**src/hdl/tld_pkg.sv**
```systemverilog
`timescale 1ns / 1ps
// ----------------------------------------------------------------------------
// Terminal line discipline package
// Character codes, status codes, register indexes, sequencer states and the
// result beat type.
// ----------------------------------------------------------------------------
package tld_pkg;

   localparam int CSR_IDX_W = 2;

   localparam logic [CSR_IDX_W-1:0] CSR_ECHO_ENABLE    = 2'd0;
   localparam logic [CSR_IDX_W-1:0] CSR_CANONICAL_MODE = 2'd1;

   localparam logic [7:0] CHAR_NUL   = 8'h00;
   localparam logic [7:0] CHAR_CTL_D = 8'h04;
   localparam logic [7:0] CHAR_CTL_H = 8'h08;
   localparam logic [7:0] CHAR_LF    = 8'h0A;
   localparam logic [7:0] CHAR_CR    = 8'h0D;
   localparam logic [7:0] CHAR_CTL_P = 8'h10;
   localparam logic [7:0] CHAR_CTL_T = 8'h14;
   localparam logic [7:0] CHAR_CTL_U = 8'h15;
   localparam logic [7:0] CHAR_DEL   = 8'h7F;
   localparam logic [7:0] ERASE_MAX  = 8'hFF;

   localparam logic FUNC_KEY  = 1'b0;
   localparam logic FUNC_READ = 1'b1;

   localparam logic [2:0] STATUS_DATA     = 3'd0;
   localparam logic [2:0] STATUS_LINE_END = 3'd1;
   localparam logic [2:0] STATUS_EOF_USED = 3'd2;
   localparam logic [2:0] STATUS_EOF_KEPT = 3'd3;
   localparam logic [2:0] STATUS_EMPTY    = 3'd4;

   typedef enum logic [2:0] {
      ST_IDLE,
      ST_EXEC,
      ST_READ,
      ST_KILL,
      ST_KCHK,
      ST_DONE
   } state_type;

   typedef struct packed {
      logic       echo_valid;
      logic [7:0] echo_char;
      logic [7:0] erase_count;
      logic       line_ready;
      logic       listing_request;
      logic [2:0] read_status;
      logic [7:0] read_data;
   } rsp_type;

endpackage

```
**src/hdl/tld_store.sv**
```systemverilog
`timescale 1ns / 1ps
// ----------------------------------------------------------------------------
// Line store
// Character ring storage: one write port, one registered read port.
// ----------------------------------------------------------------------------
module tld_store #(
   parameter int DEPTH = 128
) (
   input  logic                     clock,
   input  logic                     wr_en,
   input  logic [$clog2(DEPTH)-1:0] wr_addr,
   input  logic [7:0]               wr_data,
   input  logic [$clog2(DEPTH)-1:0] rd_addr,
   output logic [7:0]               rd_data
);

   logic [7:0] store_ff [DEPTH];
   logic [7:0] rd_data_ff;

   always_ff @(posedge clock) begin
      if (wr_en) begin
         store_ff[wr_addr] <= wr_data;
      end
      rd_data_ff <= store_ff[rd_addr];
   end

   assign rd_data = rd_data_ff;

endmodule

```
**src/hdl/terminal_line_discipline.sv**
```systemverilog
`timescale 1ns / 1ps
// ----------------------------------------------------------------------------
// Terminal line discipline
// Canonical and raw keyboard input over a ring buffer, with line editing,
// echo and per-byte reads.
//
//   channel  direction  beat
//   req_     in         func, rx_char, first_of_read
//   rsp_     out        echo, erase count, line ready, listing, read status/data
//   csr_     in         register index, write data (ready always high)
//
// One item at a time under a small sequencer around the line store.
// Key items go from the accept state through exec to done; reads go through
// exec, one store read in read, then done, or straight to done when nothing is committed.
// Kill-line alternates kill and kill-check states until the commit point or a
// newline: one store read and compare per character.
// The next item is taken while a result waits; a second result stalls in done.
// Reset is synchronous; the store holds no reset value.
// ----------------------------------------------------------------------------
module terminal_line_discipline
   import tld_pkg::*;
#(
   parameter int BUFFER_DEPTH = 128
) (
   input  logic                 clock,
   input  logic                 reset,
   input  logic                 req_valid,
   output logic                 req_ready,
   input  logic                 req_func,
   input  logic [7:0]           req_rx_char,
   input  logic                 req_first_of_read,
   output logic                 rsp_valid,
   input  logic                 rsp_ready,
   output logic                 rsp_echo_valid,
   output logic [7:0]           rsp_echo_char,
   output logic [7:0]           rsp_erase_count,
   output logic                 rsp_line_ready,
   output logic                 rsp_listing_request,
   output logic [2:0]           rsp_read_status,
   output logic [7:0]           rsp_read_data,
   input  logic                 csr_valid,
   output logic                 csr_ready,
   input  logic [CSR_IDX_W-1:0] csr_index,
   input  logic                 csr_wdata
);

   localparam int IW   = $clog2(2 * BUFFER_DEPTH);
   localparam int AW   = $clog2(BUFFER_DEPTH);
   localparam int CW   = $clog2(BUFFER_DEPTH + 1);
   localparam int CWX  = (CW > 8) ? CW : 8;
   localparam int WRAP = 2 * BUFFER_DEPTH;

   function automatic logic [IW-1:0] idx_inc(input logic [IW-1:0] idx);
      return (idx == IW'(WRAP - 1)) ? '0 : idx + 1'b1;
   endfunction

   function automatic logic [IW-1:0] idx_dec(input logic [IW-1:0] idx);
      return (idx == '0) ? IW'(WRAP - 1) : idx - 1'b1;
   endfunction

   function automatic logic [AW-1:0] slot(input logic [IW-1:0] idx);
      return (idx >= IW'(BUFFER_DEPTH)) ? AW'(idx - IW'(BUFFER_DEPTH)) : AW'(idx);
   endfunction

   state_type      state_ff, state_in;
   logic [IW-1:0]  read_ff, read_in;
   logic [IW-1:0]  commit_ff, commit_in;
   logic [IW-1:0]  edit_ff, edit_in;
   logic           echo_en_ff, echo_en_in;
   logic           canon_ff, canon_in;
   logic           func_ff, func_in;
   logic [7:0]     char_ff, char_in;
   logic           first_ff, first_in;
   logic [CW-1:0]  ecnt_ff, ecnt_in;
   rsp_type        res_ff, res_in;
   rsp_type        out_ff, out_in;
   logic           rsp_valid_ff, rsp_valid_in;

   logic           wr_en;
   logic [AW-1:0]  wr_addr;
   logic [7:0]     wr_data;
   logic [AW-1:0]  rd_addr;
   logic [7:0]     rd_data;
   logic [IW:0]    used;
   logic [7:0]     key_char;
   logic [CWX-1:0] ecnt_ext;
   logic           out_free;

   tld_store #(.DEPTH(BUFFER_DEPTH)) u_store (
      .clock   (clock),
      .wr_en   (wr_en),
      .wr_addr (wr_addr),
      .wr_data (wr_data),
      .rd_addr (rd_addr),
      .rd_data (rd_data)
   );

   assign used = {1'b0, edit_ff} - {1'b0, read_ff}
               + ((edit_ff < read_ff) ? (IW+1)'(WRAP) : '0);
   assign key_char = (char_ff == CHAR_CR) ? CHAR_LF : char_ff;
   assign ecnt_ext = CWX'(ecnt_ff);
   assign out_free = !rsp_valid_ff || rsp_ready;
   assign rd_addr  = (func_ff == FUNC_READ) ? slot(read_ff) : slot(idx_dec(edit_ff));
   assign wr_addr  = slot(edit_ff);
   assign wr_data  = key_char;

   always_comb begin
      state_in = state_ff;
      case (state_ff)
         ST_IDLE: begin
            if (req_valid) begin
               state_in = ST_EXEC;
            end
         end
         ST_EXEC: begin
            if (func_ff == FUNC_READ) begin
               state_in = (read_ff == commit_ff) ? ST_DONE : ST_READ;
            end else if (canon_ff && char_ff == CHAR_CTL_U) begin
               state_in = ST_KILL;
            end else begin
               state_in = ST_DONE;
            end
         end
         ST_READ: state_in = ST_DONE;
         ST_KILL: state_in = (edit_ff == commit_ff) ? ST_DONE : ST_KCHK;
         ST_KCHK: state_in = (rd_data == CHAR_LF) ? ST_DONE : ST_KILL;
         ST_DONE: begin
            if (out_free) begin
               state_in = ST_IDLE;
            end
         end
         default: state_in = ST_IDLE;
      endcase
   end

   always_comb begin
      read_in      = read_ff;
      commit_in    = commit_ff;
      edit_in      = edit_ff;
      echo_en_in   = echo_en_ff;
      canon_in     = canon_ff;
      func_in      = func_ff;
      char_in      = char_ff;
      first_in     = first_ff;
      ecnt_in      = ecnt_ff;
      res_in       = res_ff;
      out_in       = out_ff;
      rsp_valid_in = rsp_valid_ff && !rsp_ready;
      wr_en        = 1'b0;

      if (csr_valid) begin
         if (csr_index == CSR_ECHO_ENABLE) begin
            echo_en_in = csr_wdata;
         end else if (csr_index == CSR_CANONICAL_MODE) begin
            canon_in = csr_wdata;
         end
      end

      case (state_ff)
         ST_IDLE: begin
            func_in  = req_func;
            char_in  = req_rx_char;
            first_in = req_first_of_read;
            ecnt_in  = '0;
            res_in   = '0;
         end
         ST_EXEC: begin
            if (func_ff == FUNC_READ) begin
               if (read_ff == commit_ff) begin
                  res_in.read_status = STATUS_EMPTY;
               end
            end else if (canon_ff && char_ff == CHAR_CTL_T) begin
               res_in = '0;
            end else if (canon_ff && char_ff == CHAR_CTL_P) begin
               res_in.listing_request = 1'b1;
            end else if (canon_ff && char_ff == CHAR_CTL_U) begin
               res_in = '0;
            end else if (canon_ff && (char_ff == CHAR_CTL_H || char_ff == CHAR_DEL)) begin
               if (edit_ff != commit_ff) begin
                  edit_in = idx_dec(edit_ff);
                  ecnt_in = CW'(1);
               end
            end else if (key_char != CHAR_NUL && used < (IW+1)'(BUFFER_DEPTH)) begin
               wr_en   = 1'b1;
               edit_in = idx_inc(edit_ff);
               if (!canon_ff || key_char == CHAR_LF || key_char == CHAR_CTL_D
                   || used == (IW+1)'(BUFFER_DEPTH - 1)) begin
                  commit_in         = idx_inc(edit_ff);
                  res_in.line_ready = 1'b1;
               end
               if (echo_en_ff) begin
                  res_in.echo_valid = 1'b1;
                  res_in.echo_char  = key_char;
               end
            end
         end
         ST_READ: begin
            if (canon_ff && rd_data == CHAR_CTL_D) begin
               if (first_ff) begin
                  read_in            = idx_inc(read_ff);
                  res_in.read_status = STATUS_EOF_USED;
               end else begin
                  res_in.read_status = STATUS_EOF_KEPT;
               end
            end else begin
               read_in            = idx_inc(read_ff);
               res_in.read_data   = rd_data;
               res_in.read_status = (canon_ff && rd_data == CHAR_LF)
                                    ? STATUS_LINE_END : STATUS_DATA;
            end
         end
         ST_KILL: begin
            res_in = res_ff;
         end
         ST_KCHK: begin
            if (rd_data != CHAR_LF) begin
               edit_in = idx_dec(edit_ff);
               ecnt_in = ecnt_ff + 1'b1;
            end
         end
         ST_DONE: begin
            if (out_free) begin
               out_in = res_ff;
               if (!echo_en_ff) begin
                  out_in.erase_count = '0;
               end else if (ecnt_ext > CWX'(ERASE_MAX)) begin
                  out_in.erase_count = ERASE_MAX;
               end else begin
                  out_in.erase_count = ecnt_ext[7:0];
               end
               rsp_valid_in = 1'b1;
            end
         end
         default: begin
            res_in = res_ff;
         end
      endcase
   end

   always_ff @(posedge clock) begin
      if (reset) begin
         state_ff     <= ST_IDLE;
         read_ff      <= '0;
         commit_ff    <= '0;
         edit_ff      <= '0;
         echo_en_ff   <= 1'b1;
         canon_ff     <= 1'b1;
         rsp_valid_ff <= 1'b0;
      end else begin
         state_ff     <= state_in;
         read_ff      <= read_in;
         commit_ff    <= commit_in;
         edit_ff      <= edit_in;
         echo_en_ff   <= echo_en_in;
         canon_ff     <= canon_in;
         rsp_valid_ff <= rsp_valid_in;
      end
   end

   always_ff @(posedge clock) begin
      func_ff  <= func_in;
      char_ff  <= char_in;
      first_ff <= first_in;
      ecnt_ff  <= ecnt_in;
      res_ff   <= res_in;
      out_ff   <= out_in;
   end

   assign req_ready           = (state_ff == ST_IDLE);
   assign csr_ready           = 1'b1;
   assign rsp_valid           = rsp_valid_ff;
   assign rsp_echo_valid      = out_ff.echo_valid;
   assign rsp_echo_char       = out_ff.echo_char;
   assign rsp_erase_count     = out_ff.erase_count;
   assign rsp_line_ready      = out_ff.line_ready;
   assign rsp_listing_request = out_ff.listing_request;
   assign rsp_read_status     = out_ff.read_status;
   assign rsp_read_data       = out_ff.read_data;

endmodule

```
**config.mk**
```make
export PLATFORM = sky130hd
export DESIGN_NAME = terminal_line_discipline
export DESIGN_NICKNAME = d
export VERILOG_FILES = /design/src/hdl/tld_pkg.sv /design/src/hdl/tld_store.sv /design/src/hdl/terminal_line_discipline.sv
export SDC_FILE = /design/constraint.sdc
export NUM_CORES = 2
export LEC_CHECK = 0
export BUFFER_PORTS_ARGS = -buffer_cell sky130_fd_sc_hd__buf_2
export CORE_MARGIN = 2
export CORE_UTILIZATION = 35
export CTS_BUF_LIST = sky130_fd_sc_hd__clkbuf_4 sky130_fd_sc_hd__clkbuf_8
export DETAILED_ROUTE_END_ITERATION = 6
export HOLD_SLACK_MARGIN = 0.02
export MAX_ROUTING_LAYER = met4
export RECOVER_POWER = 25
export SLEW_MARGIN = 30
export SYNTH_ARGS = -nofsm -noshare
export SYNTH_HDL_FRONTEND = slang
export SYNTH_SLANG_ARGS = --single-unit
```
**constraint.sdc**
```tcl
create_clock -name clock -period 6.3 [get_ports clock]
set_clock_uncertainty 0.1 [all_clocks]
set_input_delay 0.315 -clock clock [delete_from_list [all_inputs] [get_ports clock]]
set_output_delay 0.315 -clock clock [all_outputs]
set_load 0.005 [all_outputs]
```
# After elaboration in Yosys (flattened, before gate mapping)
# Memories as Yosys holds them, arrays and structs flattened. A register that Yosys moved wholly into a read port is not among the register bits.
# Index checks and enable logic that the tools add are counted.
# word_totals
latch_bits	0
out_inout_bits	33
regBits	100
ramBits	1024
romBits	0
memories	1
# op_classes
mux	72
n_mul	0
reduce_logical	37
n_bitwise	6
eq_ne	46
div_mod_pow	0
addsub	9
magnitude_cmp	6
n_shift	0
# memory_table
memory	depth	width	rd	rd_clocked_by_memory_dff	write_ports	line	rtl
u_store.store_ff	128	8	1	1	1	tld_store.sv:17	logic [7:0] store_ff [DEPTH];
# op_table
op	count
$mux W8	25
$mux W9	5
$pmux W19 S2	1
$pmux W11 S3	1
$eq A8 B4 Y1 const B	4
$mux W30	1
$mux W7	4
$ne A4 B4 Y1 const B	7
$add A8 B1 Y8 const B	3
$eq A8 B5 Y1 const B	3
$ge A8 B8 Y1 const B	3
$mux W3	8
$pmux W8 S3	1
$reduce_and A8 Y1	3
$ne A2 B2 Y1 const B	11
$sub A7 B1 Y7 const B	3
$mux W1	19
$mux W19	1
$mux W18	1
$pmux W3 S6	1
$eq A8 B3 Y1 const B	2
$eq A8 B8 Y1	2
$eq A8 B8 Y1 const B	2
$pmux W8 S2	1
other kinds (33)	64

# Logic depth before layout (Yosys ltp)
# logic_depth
depth_word	14
depth_mapped	17
depth_no_buf	11

# Cells and area by module
# A second synthesis with hierarchy kept.
# unflattened
cells_unflattened	2131
area_unflattened_um2	44946.9
# by_module_without_submodules
module	n_inst	cells_each	area_per_inst_um2	seq_area_each_um2
tld_store	1	1635	39665.5	30909.6
terminal_line_discipline	1	496	5281.3	2702.6

# Worst setup path after synthesis
# OpenSTA, ideal clock, no wires.
# synth_timing
path_kind	reg2reg
from	reg read_ff[2]
to	reg res_ff[21] in the netlist's numbering, enable pin
path_stages_with_launch	11
period_less_slack_ns	3.622
path_buffers	1
arrival_time_ns	3.123
slack_ns	2.678
path_cell_list	dfxtp_1 clkbuf_1 inv_1 ha_1 o21a_1 o21ai_0 a21oi_1 or3_1 a21boi_1 nor2_1 nor4_1
# synth_via
elab_chain_cells	7
# synth_rtl
element	line	rtl
from (decl)	terminal_line_discipline.sv:66	logic [IW-1:0] read_ff, read_in;
from (signal assigned)	terminal_line_discipline.sv:251	read_ff <= read_in;
$lt A8 B8 Y1	terminal_line_discipline.sv:99	+ ((edit_ff < read_ff) ? (IW+1)'(WRAP) : '0);
$mux W9	terminal_line_discipline.sv:99	
$add A9 B9 Y9 (*)	terminal_line_discipline.sv:99	
$lt A9 B8 Y1 (*)	terminal_line_discipline.sv:183	end else if (key_char != CHAR_NUL && used < (IW+1)'(BUFFER_DEPTH)) begin
$logic_and A1 B1 Y1 (*)	terminal_line_discipline.sv:183	
$ne A4 B4 Y1 (no line) (*)	-	
$reduce_and A6 Y1 (no line) (*)	-	
to (signal assigned)	terminal_line_discipline.sv:265	res_ff <= res_in;
to (decl)	terminal_line_discipline.sv:75	rsp_type res_ff, res_in;
# Mark *: on every way between the ends. The rest lies on a longest branch, timed or not.
# A chain may end at the register's enable or synchronous reset.

# Final worst setup path
# layout_timing
from	reg edit_ff[2]
to	reg u_store.rd_data_ff[2], in the netlist u_store.rd_data[2] (read register of u_store.store_ff)
# layout_via
elab_chain_cells	5
# layout_rtl
element	line	rtl
from (decl)	terminal_line_discipline.sv:68	logic [IW-1:0] edit_ff, edit_in;
from (signal assigned)	terminal_line_discipline.sv:253	edit_ff <= edit_in;
$sub A8 B1 Y8 / $logic_not A8 Y1 (equally long branches)	terminal_line_discipline.sv:58	return (idx == '0) ? IW'(WRAP - 1) : idx - 1'b1;
$mux W8 (*)	terminal_line_discipline.sv:58	
$sub A7 B1 Y7 / $ge A8 B8 Y1 (equally long branches)	terminal_line_discipline.sv:62	return (idx >= IW'(BUFFER_DEPTH)) ? AW'(idx - IW'(BUFFER_DEPTH)) : AW'(idx);
$mux W7 (*)	terminal_line_discipline.sv:62	
$mux W7 (*)	terminal_line_discipline.sv:103	assign rd_addr = (func_ff == FUNC_READ) ? slot(read_ff) : slot(idx_dec(edit_ff));
to (decl)	tld_store.sv:18	logic [7:0] rd_data_ff;
# Marks and branches as above.

==> flow_summary.toml <==
[run_status]
status = "finished, violations left"
failed_checks = "design-rule violations, max-capacitance violations, max-slew violations"

[synthesis]
yosys.area.top_type = "edfxtp_1"
netlist_area_um2 = 45830
postSynthAreaPerCell_um2 = 15.86
netlist.area_leader.share_pct = 71.68
syn_inst = 2889
synthTopCellsByArea = "edfxtp_1, mux4_2, nand2_1"
synth_edf_count = 1094
ys_top_cells_by_count = "edfxtp_1, nand2_1, nor2_1"
ys_warn_count = 0
synthFlopType = "edfxtp_1"
synthDistinctLibCells = 80
ys_ff_latch = 1132
yosysMostFrequentCell = "edfxtp_1"
ys_seq_area_share_pct = 73.33
async_flop_share_pct = 0
syn_nets = 2922

[grt]
antenna_found_initial = 2
track_usage_pct = 18.52
grt_max_degree = 128
grt_pass1_wl_um = 179200
grt.overflow.total = 0
grt_pass1_vias = 25830

[worst_setup_path]
crit_type = "register to register"
cp_num_buf_inv = 2
cp_cell_sequence = "or3_1 -> buf_4 -> and2_1 -> o41a_1 -> buf_4 -> nand2_1 -> nor2_1 -> a2111oi_0 -> a31oi_1 -> o21ai_1"
worstSetupEndpointType = "register"
crit_required_ns = 6.92
crit_slowest_cell = "dfxtp_1"
regToRegStartpoint = "edit_ff[2]"
crit_start = "edit_ff[2]"
cp_slowest_stage_delay_ns = 0.79
crit_family = "simple AND/OR/NAND/NOR gates"
start_kind = "register"
crit_top_cell = "buf_4"
arrival_ns = 5.78
crit_path_max_fanout = 19

[sta]
max_slew.worst_pin.slew_ns = 4.562
post-route-period-util_pct = 81.87
rsz0062_at_grt = "no"
hold_viol_final = 0
layout_min_cycle_time_ns = 5.158
setup_viol = 0
fmax_ghz = 0.1939
slew-limit-headroom_pct = -204.1
tns_ns = 0
maxSlewViolCount = 297
hold_ws_ns = 0.1120

[worst_hold_path]
hp-start = "req_rx_char[2]"
hp-class = "input pin to register"

[layout]
final_nets = 3071
drive_above_1_share_pct = 17.33
reg.largest.list = "u_store.store_ff: 1024 flops, res_ff: 22 flops"
area_growth_syn_to_layout_pct = 13.21
fillCellCount = 11950
regMostFlops = "u_store.store_ff"
finish.utilization_pct = 39.97
multi_input_area_um2 = 11480
fin_cells = 4924
largest_register_ffs = 1024
seq_area_um2 = 33610

[floorplanning]
dieArea_um2 = 133900
die_y_um = 365.9
start_util_pct = 35.31
die_w_um = 365.9
num_io_pins = 51
coreArea_um2 = 129800
rows = 132

[drt]
viasPerCell = 5.436
drc = 10
ant_nets = 0
routed_wl_um = 123200
drt-wirelength-per-cell_um = 25.02
vias = 26770
firstDrtPassIters = 7
drt-initial-drc-count = 3154

[clock_network]
insertion_delay_ns = 0.86
cts-htree-levels = 4
cts_buffers = 179
cts_sinks = 1132
cts.root.buffer_cell = "clkbuf_8"
cts_buffer_depth = 3
cts_tree = "done"
path_clk_slew_ns = 0.06

[place]
hpwlAfterDp_um = 75020
gp_congestion = 0.8881
place_inst = 4578
io_buffers = 49

[power]
p_leak_nw = 16.44
power.density_nw_per_um2 = 374.2
peakVddDrop_mv = 0.3262
power_w = 0.01942

[job]
drv_cap = 4
==> where the power goes <==
| part | switching (W) | internal (W) | total (W) |
|---|---|---|---|
| logic | 0.00301 | 0.00146 | 0.00447 |
| clock network | 0.00289 | 0.00327 | 0.00616 |
| registers | 0.000141 | 0.00865 | 0.00879 |
| total | 0.00604 | 0.0134 | 0.0194 |
==> routing by layer <==
layer | up-vias | GRT usage [%] | routed length, um
met5 | - | - | 0
met4 | 0 | 6.315 | 3435
met3 | 223 | 3.837 | 11010
met2 | 1340 | 27.83 | 57050
met1 | 13600 | 25.05 | 51680
li1 | 11600 | - | -
==> what timing repair did <==
item                                    4_1_cts  5_1_grt
buffers inserted                              0        0
resized for setup                             0        0
hold endpoints to repair                     28        0
endpoints found under the setup margin        0        0
hold buffers                                 19        0
==> worst paths after layout <==
check | slack [ns] | to | cells after the start
worst max-delay path | 1.14 | u_store.rd_data[2] | 10
worst min-delay path | 0.11 | char_ff[2] | 2
worst max register to register | 1.14 | u_store.rd_data[2] | 10
worst min register to register | 0.32 | rsp_read_status[0] | 0
==> cells in the final DEF, fill, tap and decap left out, types with 52 or more instances in the layout <==
| cell type | count |
|---|---|
| nor3_1 | 85 |
| nor2_1 | 205 |
| mux4_2 | 147 |
| edfxtp_1 | 1094 |
| nand3_1 | 129 |
| buf_4 | 52 |
| nand2_1 | 362 |
| clkbuf_8 | 183 |
| mux2i_1 | 94 |
| a21oi_1 | 77 |
==> kinds of logic after synthesis <==
group | count (synthesis) | share of synthesized area (%)
compound gates | 357 | 5.274
xor+xnor | 38 | 0.7261
fa+ha+maj | 15 | 0.4259
buf+inv | 184 | 1.933
flops | 1132 | 73.33
mux | 242 | 9.301
other cells | 1 | 0.008182
simple gates | 920 | 8.998
==> through the flow <==
step | instance area (um^2) | setup slack, ns
2_1_floorplan | 45830 | 2.678
3_5_place_dp | 48150 | 1.377
5_1_grt | 51890 | 0.9809
4_1_cts | 51860 | 1.358
6_report | 51890 | 1.142
3_3_place_gp | 48140 | 1.036
==> cell type report <==
class / instances / share of cell area, %
diodes: 3 / 0.01447
clock inverters: 88 / 1.184
inverters: 17 / 0.1230
well taps: 1742 / 4.200
flip-flops and latches: 1132 / 64.78
repair buffers: 135 / 1.984
clock buffers: 234 / 5.592
multi-input cells: 1573 / 22.12
Power figures use the tool's default switching activity.
